[config.mk]
export PLATFORM = sky130hd
export DESIGN_NAME = word_test_compare_skip_unit_top
export DESIGN_NICKNAME = d
export VERILOG_FILES = /design/src/rtl/wtcsu_pkg.sv /design/src/rtl/wtcsu_exec.sv /design/src/rtl/wtcsu_resolve.sv /design/src/rtl/word_test_compare_skip_unit_top.sv
export SDC_FILE = /design/constraint.sdc
export NUM_CORES = 1
export LEC_CHECK = 0
export ABC_AREA = 1
export BUFFER_PORTS_ARGS = -buffer_cell sky130_fd_sc_hd__buf_2
export CAP_MARGIN = 20
export CORE_ASPECT_RATIO = 1.5
export CORE_UTILIZATION = 29
export DETAILED_ROUTE_END_ITERATION = 10
export HOLD_SLACK_MARGIN = 0.05
export PLACE_DENSITY = 0.46
export SYNTH_ARGS = -nofsm -noshare
export SYNTH_HDL_FRONTEND = slang
export SYNTH_SLANG_ARGS = --single-unit
[constraint.sdc]
create_clock -name clk_i -period 10.8 [get_ports clk_i]
set_clock_uncertainty 0.2 [all_clocks]
set_input_delay 1.08 -clock clk_i [delete_from_list [all_inputs] [get_ports clk_i]]
set_output_delay 1.08 -clock clk_i [all_outputs]
set_load 0.1 [all_outputs]
[src/rtl/wtcsu_pkg.sv]
`timescale 1ns / 1ps

package wtcsu_pkg;

  localparam int unsigned WordW = 36;
  localparam int unsigned HalfW = 18;

  localparam logic [HalfW-1:0] H10MASK = 18'h3FFFF;
  localparam logic [WordW-1:0] SIGN36  = 36'h800000000;
  localparam logic [WordW-1:0] LOW35   = 36'h7FFFFFFFF;

  // program-counter actions
  localparam logic [1:0] PCINC_1 = 2'd0;  // next instruction
  localparam logic [1:0] PCINC_2 = 2'd1;  // skip one
  localparam logic [1:0] PCINC_0 = 2'd2;  // jump to immediate

  // instruction groups
  localparam logic [3:0] KIND_TL   = 4'd0;
  localparam logic [3:0] KIND_TR   = 4'd1;
  localparam logic [3:0] KIND_TD   = 4'd2;
  localparam logic [3:0] KIND_TS   = 4'd3;
  localparam logic [3:0] KIND_AOBJ = 4'd4;
  localparam logic [3:0] KIND_CAI  = 4'd5;
  localparam logic [3:0] KIND_CAM  = 4'd6;
  localparam logic [3:0] KIND_JUMP = 4'd7;
  localparam logic [3:0] KIND_SKIP = 4'd8;
  localparam logic [3:0] KIND_AOS  = 4'd9;
  localparam logic [3:0] KIND_SOS  = 4'd10;
  localparam logic [3:0] KIND_AOJ  = 4'd11;
  localparam logic [3:0] KIND_SOJ  = 4'd12;

  // test modify codes
  localparam logic [1:0] MOD_NONE = 2'd0;
  localparam logic [1:0] MOD_ZERO = 2'd1;
  localparam logic [1:0] MOD_SET  = 2'd2;
  localparam logic [1:0] MOD_COMP = 2'd3;

  // one instruction as it enters the unit
  typedef struct packed {
    logic [3:0]       kind;
    logic [1:0]       modify_code;
    logic [2:0]       condition;
    logic [WordW-1:0] ac_value;
    logic [WordW-1:0] mem_value;
    logic [HalfW-1:0] immediate;
    logic             ac_nonzero;
  } op_t;

  // after execute: words and flags settled, the signed compare still pending
  typedef struct packed {
    logic             ac_write;
    logic [WordW-1:0] ac_result;
    logic             mem_write;
    logic [WordW-1:0] mem_result;
    logic             carry_zero;
    logic             carry_one;
    logic             overflow;
    logic [1:0]       pc_fixed;
    logic             rel_en;
    logic [1:0]       rel_pc;
    logic [2:0]       condition;
    logic [WordW-1:0] cmp_a;
    logic [WordW-1:0] cmp_b;
  } mid_t;

  // one result item
  typedef struct packed {
    logic             ac_write;
    logic [WordW-1:0] ac_result;
    logic             mem_write;
    logic [WordW-1:0] mem_result;
    logic [1:0]       pc_action;
    logic             carry_zero;
    logic             carry_one;
    logic             overflow;
  } res_t;

endpackage

[src/rtl/wtcsu_exec.sv]
`timescale 1ns / 1ps

module wtcsu_exec (
  input  wtcsu_pkg::op_t  op_i,
  output wtcsu_pkg::mid_t mid_o
);
  import wtcsu_pkg::*;

  logic [WordW-1:0] tw, tmask, tmasked, tmod;
  logic             tpass;
  logic [WordW-1:0] idw, idsum;
  logic             inc;
  logic [HalfW-1:0] lh, rh;

  // test operands
  always_comb begin
    unique case (op_i.kind)
      KIND_TL: begin
        tw    = {{HalfW{1'b0}}, op_i.ac_value[WordW-1:HalfW]};
        tmask = {{HalfW{1'b0}}, op_i.immediate};
      end
      KIND_TR: begin
        tw    = {{HalfW{1'b0}}, op_i.ac_value[HalfW-1:0]};
        tmask = {{HalfW{1'b0}}, op_i.immediate};
      end
      KIND_TS: begin
        tw    = op_i.ac_value;
        tmask = {op_i.mem_value[HalfW-1:0], op_i.mem_value[WordW-1:HalfW]};
      end
      default: begin
        tw    = op_i.ac_value;
        tmask = op_i.mem_value;
      end
    endcase
  end

  assign tmasked = tw & tmask;
  assign tpass   = op_i.condition[0] ? (op_i.condition[1] ? (tmasked != '0) : (tmasked == '0))
                                     : op_i.condition[1];

  always_comb begin
    unique case (op_i.modify_code)
      MOD_ZERO: tmod = tw & ~tmask;
      MOD_SET:  tmod = tw | tmask;
      MOD_COMP: tmod = tw ^ tmask;
      default:  tmod = tw;
    endcase
  end

  // shared increment / decrement adder
  assign inc   = (op_i.kind == KIND_AOS) || (op_i.kind == KIND_AOJ);
  assign idw   = ((op_i.kind == KIND_AOS) || (op_i.kind == KIND_SOS)) ? op_i.mem_value
                                                                    : op_i.ac_value;
  assign idsum = idw + (inc ? {{(WordW-1){1'b0}}, 1'b1} : {WordW{1'b1}});

  // half-word counters for aobj
  assign lh = op_i.ac_value[WordW-1:HalfW] + {{(HalfW-1){1'b0}}, 1'b1};
  assign rh = op_i.ac_value[HalfW-1:0] + {{(HalfW-1){1'b0}}, 1'b1};

  always_comb begin
    mid_o            = '0;
    mid_o.ac_result  = op_i.ac_value;
    mid_o.mem_result = op_i.mem_value;
    mid_o.pc_fixed   = PCINC_1;
    mid_o.rel_pc     = PCINC_2;
    mid_o.condition  = op_i.condition;
    mid_o.cmp_a      = op_i.ac_value;
    unique case (op_i.kind)
      KIND_TL, KIND_TR, KIND_TD, KIND_TS: begin
        mid_o.ac_write = (op_i.modify_code != MOD_NONE);
        mid_o.pc_fixed = tpass ? PCINC_2 : PCINC_1;
        if (op_i.kind == KIND_TL) begin
          mid_o.ac_result = {tmod[HalfW-1:0], op_i.ac_value[HalfW-1:0]};
        end else if (op_i.kind == KIND_TR) begin
          mid_o.ac_result = {op_i.ac_value[WordW-1:HalfW], tmod[HalfW-1:0]};
        end else begin
          mid_o.ac_result = tmod;
        end
      end
      KIND_AOBJ: begin
        mid_o.ac_write  = 1'b1;
        mid_o.ac_result = {lh, rh};
        mid_o.pc_fixed  = (lh[HalfW-1] == op_i.condition[0]) ? PCINC_0 : PCINC_1;
      end
      KIND_CAI: begin
        mid_o.rel_en = 1'b1;
        mid_o.cmp_b  = {{HalfW{1'b0}}, op_i.immediate};
      end
      KIND_CAM: begin
        mid_o.rel_en = 1'b1;
        mid_o.cmp_b  = op_i.mem_value;
      end
      KIND_JUMP: begin
        mid_o.rel_en = 1'b1;
        mid_o.rel_pc = PCINC_0;
      end
      KIND_SKIP: begin
        mid_o.rel_en = 1'b1;
        mid_o.cmp_a  = op_i.mem_value;
        if (op_i.ac_nonzero) begin
          mid_o.ac_write  = 1'b1;
          mid_o.ac_result = op_i.mem_value;
        end
      end
      KIND_AOS, KIND_SOS, KIND_AOJ, KIND_SOJ: begin
        if (inc) begin
          mid_o.carry_one  = &idw[WordW-2:0];
          mid_o.carry_zero = &idw;
          mid_o.overflow   = (idw == LOW35);
        end else begin
          mid_o.carry_zero = |idw;
          mid_o.carry_one  = |idw[WordW-2:0];
          mid_o.overflow   = (idw == SIGN36);
        end
        mid_o.rel_en = 1'b1;
        mid_o.cmp_a  = idsum;
        if ((op_i.kind == KIND_AOS) || (op_i.kind == KIND_SOS)) begin
          mid_o.mem_write  = 1'b1;
          mid_o.mem_result = idsum;
          if (op_i.ac_nonzero) begin
            mid_o.ac_write  = 1'b1;
            mid_o.ac_result = idsum;
          end
        end else begin
          mid_o.ac_write  = 1'b1;
          mid_o.ac_result = idsum;
          mid_o.rel_pc    = PCINC_0;
        end
      end
      default: begin
        mid_o.pc_fixed = PCINC_1;
      end
    endcase
  end

endmodule

[src/rtl/wtcsu_resolve.sv]
`timescale 1ns / 1ps

module wtcsu_resolve (
  input  wtcsu_pkg::mid_t mid_i,
  output wtcsu_pkg::res_t res_o
);
  import wtcsu_pkg::*;

  logic lt, eq, rel, hit;

  // signed 36-bit relation under the eight-way condition
  assign lt = $signed(mid_i.cmp_a) < $signed(mid_i.cmp_b);
  assign eq = (mid_i.cmp_a == mid_i.cmp_b);

  always_comb begin
    unique case (mid_i.condition[1:0])
      2'd0:    rel = 1'b0;
      2'd1:    rel = lt;
      2'd2:    rel = eq;
      default: rel = lt | eq;
    endcase
  end

  assign hit = rel ^ mid_i.condition[2];

  always_comb begin
    res_o.ac_write   = mid_i.ac_write;
    res_o.ac_result  = mid_i.ac_result;
    res_o.mem_write  = mid_i.mem_write;
    res_o.mem_result = mid_i.mem_result;
    res_o.carry_zero = mid_i.carry_zero;
    res_o.carry_one  = mid_i.carry_one;
    res_o.overflow   = mid_i.overflow;
    if (mid_i.rel_en) begin
      res_o.pc_action = hit ? mid_i.rel_pc : PCINC_1;
    end else begin
      res_o.pc_action = mid_i.pc_fixed;
    end
  end

endmodule

[src/rtl/word_test_compare_skip_unit_top.sv]
`timescale 1ns / 1ps

// channel | handshake                    | payload
// --------+------------------------------+-------------------------------------------
// input   | in_valid_i / in_stall_o      | kind, modify_code, condition, ac_value,
//         |                              | mem_value, immediate, ac_nonzero
// output  | out_valid_o / out_stall_i    | ac_write, ac_result, mem_write, mem_result,
//         |                              | pc_action, carry_zero, carry_one, overflow
//
// one transfer per cycle sustained while out_stall_i is low; stages: input register,
// execute register (test/modify, aobj halves, 36-bit increment/decrement adder),
// output register (36-bit signed compare and pc selection)
// rst_ni clears only the stage valid bits; payload registers are not reset
// a stall on the output holds every occupied stage; empty stages still fill, so
// bubbles close up and in_stall_o rises only when all three stages are full

module word_test_compare_skip_unit_top (
  input  logic                      clk_i,
  input  logic                      rst_ni,
  input  logic                      in_valid_i,
  output logic                      in_stall_o,
  input  logic [3:0]                kind_i,
  input  logic [1:0]                modify_code_i,
  input  logic [2:0]                condition_i,
  input  logic [wtcsu_pkg::WordW-1:0] ac_value_i,
  input  logic [wtcsu_pkg::WordW-1:0] mem_value_i,
  input  logic [wtcsu_pkg::HalfW-1:0] immediate_i,
  input  logic                      ac_nonzero_i,
  output logic                      out_valid_o,
  input  logic                      out_stall_i,
  output logic                      ac_write_o,
  output logic [wtcsu_pkg::WordW-1:0] ac_result_o,
  output logic                      mem_write_o,
  output logic [wtcsu_pkg::WordW-1:0] mem_result_o,
  output logic [1:0]                pc_action_o,
  output logic                      carry_zero_o,
  output logic                      carry_one_o,
  output logic                      overflow_o
);
  import wtcsu_pkg::*;

  // stage valid bits
  logic v1_q, v2_q, v3_q;
  // stage payloads
  op_t  op_d, op_q;
  mid_t mid_d, mid_q;
  res_t res_d, res_q;
  // a stage may load when it is empty or its content moves on
  logic adv1, adv2, adv3;

  assign adv3 = !v3_q || !out_stall_i;
  assign adv2 = !v2_q || adv3;
  assign adv1 = !v1_q || adv2;

  assign in_stall_o = !adv1;

  // stage 1: capture the instruction
  always_comb begin
    op_d.kind        = kind_i;
    op_d.modify_code = modify_code_i;
    op_d.condition   = condition_i;
    op_d.ac_value    = ac_value_i;
    op_d.mem_value   = mem_value_i;
    op_d.immediate   = immediate_i;
    op_d.ac_nonzero  = ac_nonzero_i;
  end

  // stage 2: execute words and flags
  wtcsu_exec u_exec (
    .op_i  (op_q),
    .mid_o (mid_d)
  );

  // stage 3: signed compare and pc action
  wtcsu_resolve u_resolve (
    .mid_i (mid_q),
    .res_o (res_d)
  );

  always_ff @(posedge clk_i or negedge rst_ni) begin
    if (!rst_ni) begin
      v1_q <= 1'b0;
      v2_q <= 1'b0;
      v3_q <= 1'b0;
    end else begin
      if (adv1) v1_q <= in_valid_i;
      if (adv2) v2_q <= v1_q;
      if (adv3) v3_q <= v2_q;
    end
  end

  always_ff @(posedge clk_i) begin
    if (adv1 && in_valid_i) op_q  <= op_d;
    if (adv2 && v1_q)       mid_q <= mid_d;
    if (adv3 && v2_q)       res_q <= res_d;
  end

  assign out_valid_o  = v3_q;
  assign ac_write_o   = res_q.ac_write;
  assign ac_result_o  = res_q.ac_result;
  assign mem_write_o  = res_q.mem_write;
  assign mem_result_o = res_q.mem_result;
  assign pc_action_o  = res_q.pc_action;
  assign carry_zero_o = res_q.carry_zero;
  assign carry_one_o  = res_q.carry_one;
  assign overflow_o   = res_q.overflow;

endmodule

==> impl_metrics.yaml, run 1 <==
timing:
  setup_violations: 0
  worstMarginPinSlew_ns: 1.22
  rsz0062_at_grt: "false"
  fin_tns_setup_ns: 0
  final_hold_viol_count: 0
  timing.hold.ws_ns: 0.0938
  fin_crit_ns: 5.74
  max_freq_ghz: 0.174
  relSlewSlack: 0.176
  period_share: 0.531
  final_max_slew_viol_count: 0
yosys:
  yosys_warnings: 0
  synth_cell_type_count: 56
  synth_top_area_cell: "edfxtp_1"
  yosys-mux-area-fraction: 0
  syn_avg_cell_area_um2: 8.76
  synth_edf_count: 336
  seq_area_frac_synth: 0.473
  synth_area_leaders: "edfxtp_1, ha_1, nand2_1"
  synth_ff_type: "edfxtp_1"
  synth_compound_area_frac: 0.164
  synth_cells: 2453
  async_reset_ff_frac: 0.00885
  yosys.area_share.simple: 0.172
  synth_adder_area_share: 0.106
  synthDominantCellAreaShare: 0.469
  synth_top_family_by_area: "simple AND/OR/NAND/NOR gates"
  ys_ff_latch: 339
  synth_xor_area_frac: 0.00937
  syn-cell-area_um2: 21500
  synth_fp_nets: 2738
global_routing:
  grt_max_degree: 93
  grtUsageTotal: 0.266
  grt_overflow_total: 0
  antenna_found_initial: 1
  first_global_vias: 19273
  grt_pass1_wl_um: 141000
placed_design:
  place_hpwl_um: 78800
  gp_congestion: 0.983
  dp_cells: 3556
  io_buffers: 184
pwr:
  power_frac_clock: 0.315
  p_switching_w: 0.00164
  leakagePower_nw: 10.4
  p_per_area_nw_per_um2: 174
  p_seq_frac: 0.403
  peakVddDrop_uv: 103
  p_int_w: 0.00268
  p_comb_frac: 0.282
  p_sw_frac: 0.379
setup_path:
  r2r-start: "op_q[98]"
  worstPathCellList: "inv_1 -> nand2_1 -> buf_4 -> nor2_2 -> clkinv_1 -> buf_4 -> a22oi_1 -> ha_1 -> a221oi_1 -> o211ai_1 -> a22oi_1 -> nand4_1"
  start_kind: "register"
  required_ns: 10.88
  cp_slowest_cell: "a221oi_1"
  path_class: "register to register"
  reg2reg_depth: 12
  worstSetupEndpointType: "register"
  slowest_delay_ns: 1.00
  regToRegEndpoint: "mid_q[126]"
  rrSetupSlack_ns: 5.06
  path_max_fanout: 24
  arrival_ns: 5.82
floorplanning:
  die_y_um: 335
  io_pins: 185
  num_rows: 121
  core_region_area_um2: 73000
  die-area_um2: 75200
  start_util: 0.295
  die_w_um: 224
clock_tree:
  cts_buffers: 38
  hold_buffers: 0
  cts-resized-gates: 0
  post_cts_buffers: 0
  cts_tree: "yes"
  cts.clk_slew.worst_paths_ns: 0.06
  clk_latency_ns: 0.59
  cts.htree.levels: 2
  cts_root_buffer: "clkbuf_16"
  cts_sinks: 339
  cts_buffer_depth: 3
cells_and_area:
  area_delta_synth_final_pct: 15.2
  fin_nets: 2897
  fin_util: 0.339
  drive_above_1_share: 0.118
  fin_cells: 3623
  final_cell_mix: "nand2_1, edfxtp_1, inv_1"
  n_fill_cell: 7746
  layout_commonest_cell: "nand2_1"
  antenna_cells: 0
job:
  maxCapViolCount: 0
routing:
  drc: 0
  via_per_inst: 5.36
  vias: 19420
  firstDrtPassIters: 6
  drt-initial-drc-count: 1996
  routedWlPerCell_um: 27.9
  routed_wl_um: 101000
  postRouteAntennaNets: 0
worst_hold_path:
  min_path_type: "input port to async pin"
outcome:
  status: "completed"
==> synth_stat cells (6+ instances only) <==
master / number
a211oi_1: 15
buf_2: 17
edfxtp_1: 336
o21ai_1: 23
clkinv_1: 8
o2111ai_1: 8
nand2_1: 460
inv_1: 298
inv_2: 7
and2_1: 7
clkbuf_1: 71
a221oi_1: 10
o21a_1: 12
buf_6: 6
o221ai_1: 13
ha_1: 180
nor4_1: 17
a21o_1: 6
o21bai_1: 8
nand4_1: 30
a22oi_1: 25
o22ai_1: 38
xor2_1: 19
a21oi_1: 196
nor2_1: 220
o21ai_0: 215
o211ai_1: 28
nor3_1: 34
nand3_1: 91
==> stage by stage <==
stage	cell area, µm²	setup slack, ns	power (W)
CTS	24800	5.31	0.00434
floorplan	21500	4.06	0.00251
global route	24800	4.94	0.00448
detailed placement	23500	5.33	0.00296
finish	24800	5.06	0.00431
global placement	23500	5.42	0.00296
==> layer usage <==
| metal | GRT usage | up-vias | wire length (µm) |
|---|---|---|---|
| li1 | - | 8836 | - |
| met1 | 0.304 | 9317 | 37200 |
| met2 | 0.440 | 959 | 47300 |
| met3 | 0.0358 | 308 | 6480 |
| met4 | 0.229 | 0 | 10200 |
| met5 | 0 | - | 0 |
==> flip-flops by register name, summed over array words and instances (netlist names) <==
| register | flops |
|---|---|
| mid_q | 157 |
| op_q | 100 |
| ac_result_o | 36 |
| mem_result_o | 36 |
| pc_action_o | 2 |
| ac_write_o | 1 |
| carry_one_o | 1 |
| carry_zero_o | 1 |
| mem_write_o | 1 |
| out_valid_o | 1 |
| overflow_o | 1 |
| v1_q | 1 |
| v2_q | 1 |
==> how the worst max path moves through the flow <==
stage / start / to / slack (ns) / cells after the start
3_5_place_dp: op_q[98] / mid_q[126] / 5.33 / 12
4_1_cts: op_q[98] / mid_q[126] / 5.31 / 12
2_1_floorplan: out_stall_i / op_q[0] / 4.06 / 5
3_3_place_gp: op_q[98] / mid_q[126] / 5.42 / 13
6_report: op_q[98] / mid_q[126] / 5.06 / 12
5_1_grt: op_q[98] / mid_q[126] / 4.94 / 13
==> power by group through the flow <==
stage	combinational [W]	clock, W	sequential, W
after floorplan	0.000559	0	0.00195
after global placement	0.00120	0	0.00177
after detailed placement	0.00120	0	0.00177
after CTS	0.00120	0.00140	0.00174
after global routing	0.00130	0.00143	0.00175
final	0.00122	0.00136	0.00174
==> worst max-delay path, delay by kind of cell, from the launching register on <==
| kind | cells | cell delay (ns) |
|---|---|---|
| adder cells (fa/ha/maj) | 1 | 0.28 |
| AO/OA/AOI/OAI | 4 | 1.89 |
| AND/OR/NAND/NOR | 3 | 1.08 |
| flip-flops | 1 | 0.43 |
| buffers and inverters | 4 | 1.54 |
==> cell type report <==
| cell class | count | area (µm²) | area share |
|---|---|---|---|
| Sequential cell | 339 | 10200 | 0.410 |
| Inverter | 313 | 1180 | 0.0476 |
| Clock inverter | 25 | 298 | 0.0120 |
| Clock buffer | 42 | 966 | 0.0390 |
| Tap cell | 984 | 1230 | 0.0497 |
| Timing Repair Buffer | 220 | 1190 | 0.0481 |
| Multi-Input combinational cell | 1700 | 9740 | 0.393 |
==> cell families (layout without fill, tap and decap cells) <==
group / Yosys count / count (layout)
fa+ha+maj: 181 / 181
compound gates: 614 / 614
flops: 339 / 339
xor+xnor: 23 / 23
buf+inv: 414 / 600
simple gates: 882 / 882
Note: power is estimated with default switching activity, not from simulation.
==> inputs of run 2 (changes only) <==
clock period = 5.7 ns   (was 10.8 ns; I/O delays follow)
==> impl_metrics.yaml, run 2 (same netlist as run 1, synthesis figures left out) <==
outcome:
  status: "completed"
setup_path:
  crit_path_frequent_cell: "inv_2"
  critical_path.top_delay_family: "buffers and inverters"
  required_ns: 5.85
  worstPathCellList: "inv_2 -> nand2_4 -> inv_2 -> nor2_1 -> nor2_2 -> inv_2 -> a21oi_2 -> inv_1 -> buf_4 -> a21oi_1 -> nand2_1 -> a21oi_1"
  path_max_fanout: 27
  worstSetupEndpointType: "register"
  path_class: "register to register"
  worst-path-buf-inv: 5
  r2r-start: "op_q[97]"
  slowest_delay_ns: 0.86
  arrival_ns: 5.49
  cp_slowest_cell: "a21oi_2"
  rrSetupSlack_ns: 0.36
  regToRegEndpoint: "mid_q[153]"
  reg2reg_depth: 12
  start_kind: "register"
routing:
  drt-initial-drc-count: 1903
  routedWlPerCell_um: 27.7
  routed_wl_um: 104000
  postRouteAntennaNets: 0
  via_per_inst: 5.33
  firstDrtPassIters: 6
  vias: 19973
  drc: 0
pwr:
  p_comb_frac: 0.285
  p_per_area_nw_per_um2: 324
  power_frac_clock: 0.327
  p_switching_w: 0.00311
  peakVddDrop_uv: 204
  p_sw_frac: 0.367
  p_seq_frac: 0.388
  p_int_w: 0.00537
  leakagePower_nw: 11.0
cells_and_area:
  fin_nets: 3023
  layout_commonest_cell: "nand2_1"
  final_cell_mix: "nand2_1, edfxtp_1, inv_1"
  area_delta_synth_final_pct: 21.6
  reg_top3: "mid_q (157), op_q (100)"
  top_register: "mid_q"
  n_fill_cell: 7647
  antenna_cells: 0
  fin_cells: 3750
  regArea_um2: 10200
  drive_above_1_share: 0.121
  multi_input_area_um2: 9740
  largest_reg_flops: 157
global_routing:
  antenna_found_initial: 0
  grt_max_degree: 124
  grt_overflow_total: 0
  grtUsageTotal: 0.274
  grt_pass1_wl_um: 145000
  first_global_vias: 19794
timing:
  relSlewSlack: 0.218
  max_freq_ghz: 0.187
  fin_tns_setup_ns: 0
  period_share: 0.937
  rsz0062_at_grt: "false"
  fin_crit_ns: 5.34
  final_hold_viol_count: 0
  setup_violations: 0
  worstMarginPinSlew_ns: 1.16
  final_max_slew_viol_count: 0
clock_tree:
  hold_buffers: 103
  cts-resized-gates: 0
  clk_latency_ns: 0.59
  cts_sinks: 339
  cts_root_buffer: "clkbuf_16"
  cts.clk_slew.worst_paths_ns: 0.06
  cts_buffer_depth: 3
  cts_buffers: 39
  post_cts_buffers: 0
  cts_tree: "yes"
  cts.htree.levels: 2
job:
  maxCapViolCount: 0
placed_design:
  gp_congestion: 1.01
  io_buffers: 184
  place_hpwl_um: 81000
  dp_cells: 3577
floorplanning:
  die_w_um: 224
  die_y_um: 335
  core_region_area_um2: 73000
  num_rows: 121
  start_util: 0.295
  io_pins: 185
  die-area_um2: 75200
worst_hold_path:
  min_path_type: "input port to async pin"
## run 2: cell count changes in the layout (fill, tap and decap cells not counted), moves of 2 or more
cell           change
clkbuf_16          +3
nor2_2             +2
clkbuf_1           +2
inv_6              -2
dlygate4sd3_1    +103
bufinv_16          +3
buf_12             +3
clkinv_4           -5
buf_4             +18
## run 2: per-layer routing
metal | GRT usage | part of all wire | routed length, µm
met3 | 0.0350 | 0.056 | 5810
met1 | 0.315 | 0.38 | 39100
met5 | 0 | 0 | 0
met4 | 0.197 | 0.084 | 8730
met2 | 0.469 | 0.48 | 50000
## run 2: area by class of cell
type	instances	area share
clock buffer	48	0.0406
clock inverter	21	0.0123
inverter	313	0.0451
multi-input combinational	1700	0.373
sequential	339	0.389
tap	984	0.0471
timing repair buffer	345	0.0935
## run 2: worst max path at each step
stage | from | to | slack [ns] | cells after the start
final | op_q[97] | mid_q[153] | 0.36 | 12
after global routing | op_q[97] | mid_q[153] | 0.34 | 12
after CTS | op_q[97] | mid_q[153] | 0.57 | 12
after detailed placement | op_q[97] | mid_q[153] | 0.57 | 12
after global placement | op_q[97] | mid_q[153] | 0.46 | 12
after floorplan | out_valid_o | ac_result_o[0] | 0.42 | 1
## run 2: power groups by stage
| stage | sequential (W) | clock, W | combinational (W) |
|---|---|---|---|
| final | 0.00329 | 0.00277 | 0.00242 |
| after global routing | 0.00330 | 0.00291 | 0.00257 |
| after CTS | 0.00329 | 0.00285 | 0.00238 |
| after detailed placement | 0.00334 | 0 | 0.00232 |
| after global placement | 0.00334 | 0 | 0.00232 |
| after floorplan | 0.00370 | 0 | 0.00106 |
## run 2: per-stage QoR
stage / setup WS [ns] / power [W] / hold slack (ns) / utilization / cell area [µm²]
floorplan: 0.419 / 0.00476 / 0.0744 / - / 21500
global placement: 0.462 / 0.00566 / 0.167 / 0.325 / 23700
detailed placement: 0.569 / 0.00566 / 0.171 / 0.325 / 23700
CTS: 0.574 / 0.00852 / 0.0863 / 0.358 / 26100
global route: 0.343 / 0.00879 / 0.116 / 0.358 / 26100
finish: 0.362 / 0.00848 / 0.121 / 0.358 / 26100
## run 2: worst reg2reg max path: stages, from the launching register on
cell and delay (ns):
edfxtp_1 0.48, inv_2 0.14, nand2_4 0.13, inv_2 0.44, nor2_1 0.14, nor2_2 0.71, inv_2 0.55, a21oi_2 0.86
inv_1 0.50, buf_4 0.39, a21oi_1 0.17, nand2_1 0.07, a21oi_1 0.34
==> inputs of run 3 (changes only) <==
CTS_BUF_LIST = sky130_fd_sc_hd__clkbuf_8   (was unset)
==> impl_metrics.yaml, run 3 (same netlist as run 1, synthesis figures left out) <==
floorplanning:
  core_region_area_um2: 73000
  die_y_um: 335
  die-area_um2: 75200
  start_util: 0.295
  die_w_um: 224
  num_rows: 121
  io_pins: 185
global_routing:
  grt_overflow_total: 0
  grt_pass1_wl_um: 146000
  grt_max_degree: 124
  antenna_found_initial: 3
  first_global_vias: 20009
  grtUsageTotal: 0.276
placed_design:
  gp_congestion: 1.01
  place_hpwl_um: 81000
  place_ws_ns: 0.569
  io_buffers: 184
timing:
  final_hold_viol_count: 0
  relSlewSlack: 0.198
  worstMarginPinSlew_ns: 1.19
  setup_violations: 0
  final_max_slew_viol_count: 0
  rsz0062_at_grt: "false"
  setup_slack_ns: 0.438
  max_freq_ghz: 0.190
  period_share: 0.923
  fin_tns_setup_ns: 0
  fin_crit_ns: 5.26
setup_path:
  worst-path-buf-inv: 5
  start_kind: "register"
  required_ns: 5.96
  r2r-start: "op_q[97]"
  worstSetupEndpointType: "register"
  worstPathCellList: "inv_2 -> nand2_4 -> inv_2 -> nor2_1 -> nor2_2 -> inv_2 -> a21oi_2 -> inv_1 -> buf_4 -> a21oi_1 -> nand2_1 -> a21oi_1"
  slowest_delay_ns: 0.83
  path_max_fanout: 27
  rrSetupSlack_ns: 0.44
  reg2reg_depth: 12
  path_class: "register to register"
  regToRegEndpoint: "mid_q[153]"
  cp_slowest_cell: "a21oi_2"
  crit_path_frequent_cell: "inv_2"
  arrival_ns: 5.52
  critical_path.top_delay_family: "buffers and inverters"
cells_and_area:
  area_delta_synth_final_pct: 20.8
  reg_top3: "mid_q (157), op_q (100)"
  final_cell_mix: "nand2_1, edfxtp_1, inv_1"
  n_fill_cell: 7694
  regArea_um2: 10200
  multi_input_area_um2: 9740
  layout_commonest_cell: "nand2_1"
  largest_reg_flops: 157
  fin_nets: 3044
  drive_above_1_share: 0.129
  top_register: "mid_q"
routing:
  routed_wl_um: 104000
  routedWlPerCell_um: 27.5
  via_per_inst: 5.30
  postRouteAntennaNets: 0
  firstDrtPassIters: 6
  drc: 0
  drt-initial-drc-count: 1964
  vias: 20088
pwr:
  p_switching_w: 0.00314
  p_seq_frac: 0.409
  p_int_w: 0.00491
  p_per_area_nw_per_um2: 310
  power_frac_clock: 0.290
  peakVddDrop_uv: 241
  p_sw_frac: 0.390
  leakagePower_nw: 11.0
  p_comb_frac: 0.301
outcome:
  status: "completed"
clock_tree:
  cts_tree: "yes"
  post_cts_buffers: 0
  cts_buffers: 59
  cts.htree.levels: 2
  clk_latency_ns: 0.72
  cts_sinks: 339
  cts.clk_slew.worst_paths_ns: 0.06
  cts_root_buffer: "clkbuf_8"
  cts_buffer_depth: 3
worst_hold_path:
  hold_start: "mid_q[84]"
  min_delay_path_depth: 0
  whs_endpoint: "mem_result_o[1]"
  min_path_type: "register to register"
job:
  maxCapViolCount: 0
## run 3: changes by cell type in the layout (fill, tap and decap cells not counted), moves of 6 or more
cell,before,now
clkbuf_8,1,61
clkbuf_16,41,0
clkinv_1,12,21
clkbuf_1,6,0
inv_1,297,307
clkinv_2,3,12
## run 3: metal layers
metal | global-route usage | share of wire | vias up
met1 | 0.320 | 0.38 | 9786
met2 | 0.469 | 0.48 | 900
met5 | 0 | 0 | -
met3 | 0.0349 | 0.059 | 252
met4 | 0.200 | 0.083 | 0
li1 | - | - | 9150
## run 3: worst max path at each step
stage / startpoint / to / slack (ns) / cells past startpoint
floorplan: out_valid_o / ac_result_o[0] / 0.42 / 1
global placement: op_q[97] / mid_q[153] / 0.46 / 12
detailed placement: op_q[97] / mid_q[153] / 0.57 / 12
CTS: op_q[97] / mid_q[153] / 0.56 / 12
global route: op_q[97] / mid_q[153] / 0.32 / 12
finish: op_q[97] / mid_q[153] / 0.44 / 12
## run 3: worst reg2reg max path, stage by stage (launching register included)
cell	delay (ns)
edfxtp_1	0.49
inv_2	0.14
nand2_4	0.13
inv_2	0.44
nor2_1	0.13
nor2_2	0.69
inv_2	0.55
a21oi_2	0.83
inv_1	0.47
buf_4	0.38
a21oi_1	0.16
nand2_1	0.07
a21oi_1	0.34
## run 3: power groups by stage
stage                     sequential (W)  clock [W]  combinational [W]
final                            0.00329    0.00234            0.00242
after global routing             0.00330    0.00251            0.00258
after CTS                        0.00329    0.00241            0.00239
after detailed placement         0.00334          0            0.00232
after global placement           0.00334          0            0.00232
after floorplan                  0.00370          0            0.00106
## run 3: area by class of cell
class | count | share of cell area
timing repair buffer | 346 | 0.0945
sequential | 339 | 0.391
tap | 984 | 0.0474
inverter | 313 | 0.0454
clock buffer | 61 | 0.0323
antenna | 2 | 0.000193
clock inverter | 47 | 0.0136
multi-input combinational | 1700 | 0.375
## run 3: metrics by stage
stage / power (W) / instances / util / hold WS (ns) / cell area, µm²
finish: 0.00804 / 3792 / 0.356 / 0.212 / 26000
global route: 0.00839 / 3792 / 0.356 / 0.215 / 26000
CTS: 0.00809 / 3789 / 0.355 / 0.212 / 25900
detailed placement: 0.00566 / 3577 / 0.325 / 0.171 / 23700
global placement: 0.00566 / 3577 / 0.325 / 0.167 / 23700
floorplan: 0.00476 / 2453 / - / 0.0744 / 21500
## run 3: timing repair
action / 4_1_cts / 5_1_grt
gates resized for setup: 0 / 0
hold endpoints to repair: 105 / 0
hold buffers: 104 / 0
setup endpoints to repair: 0 / 0
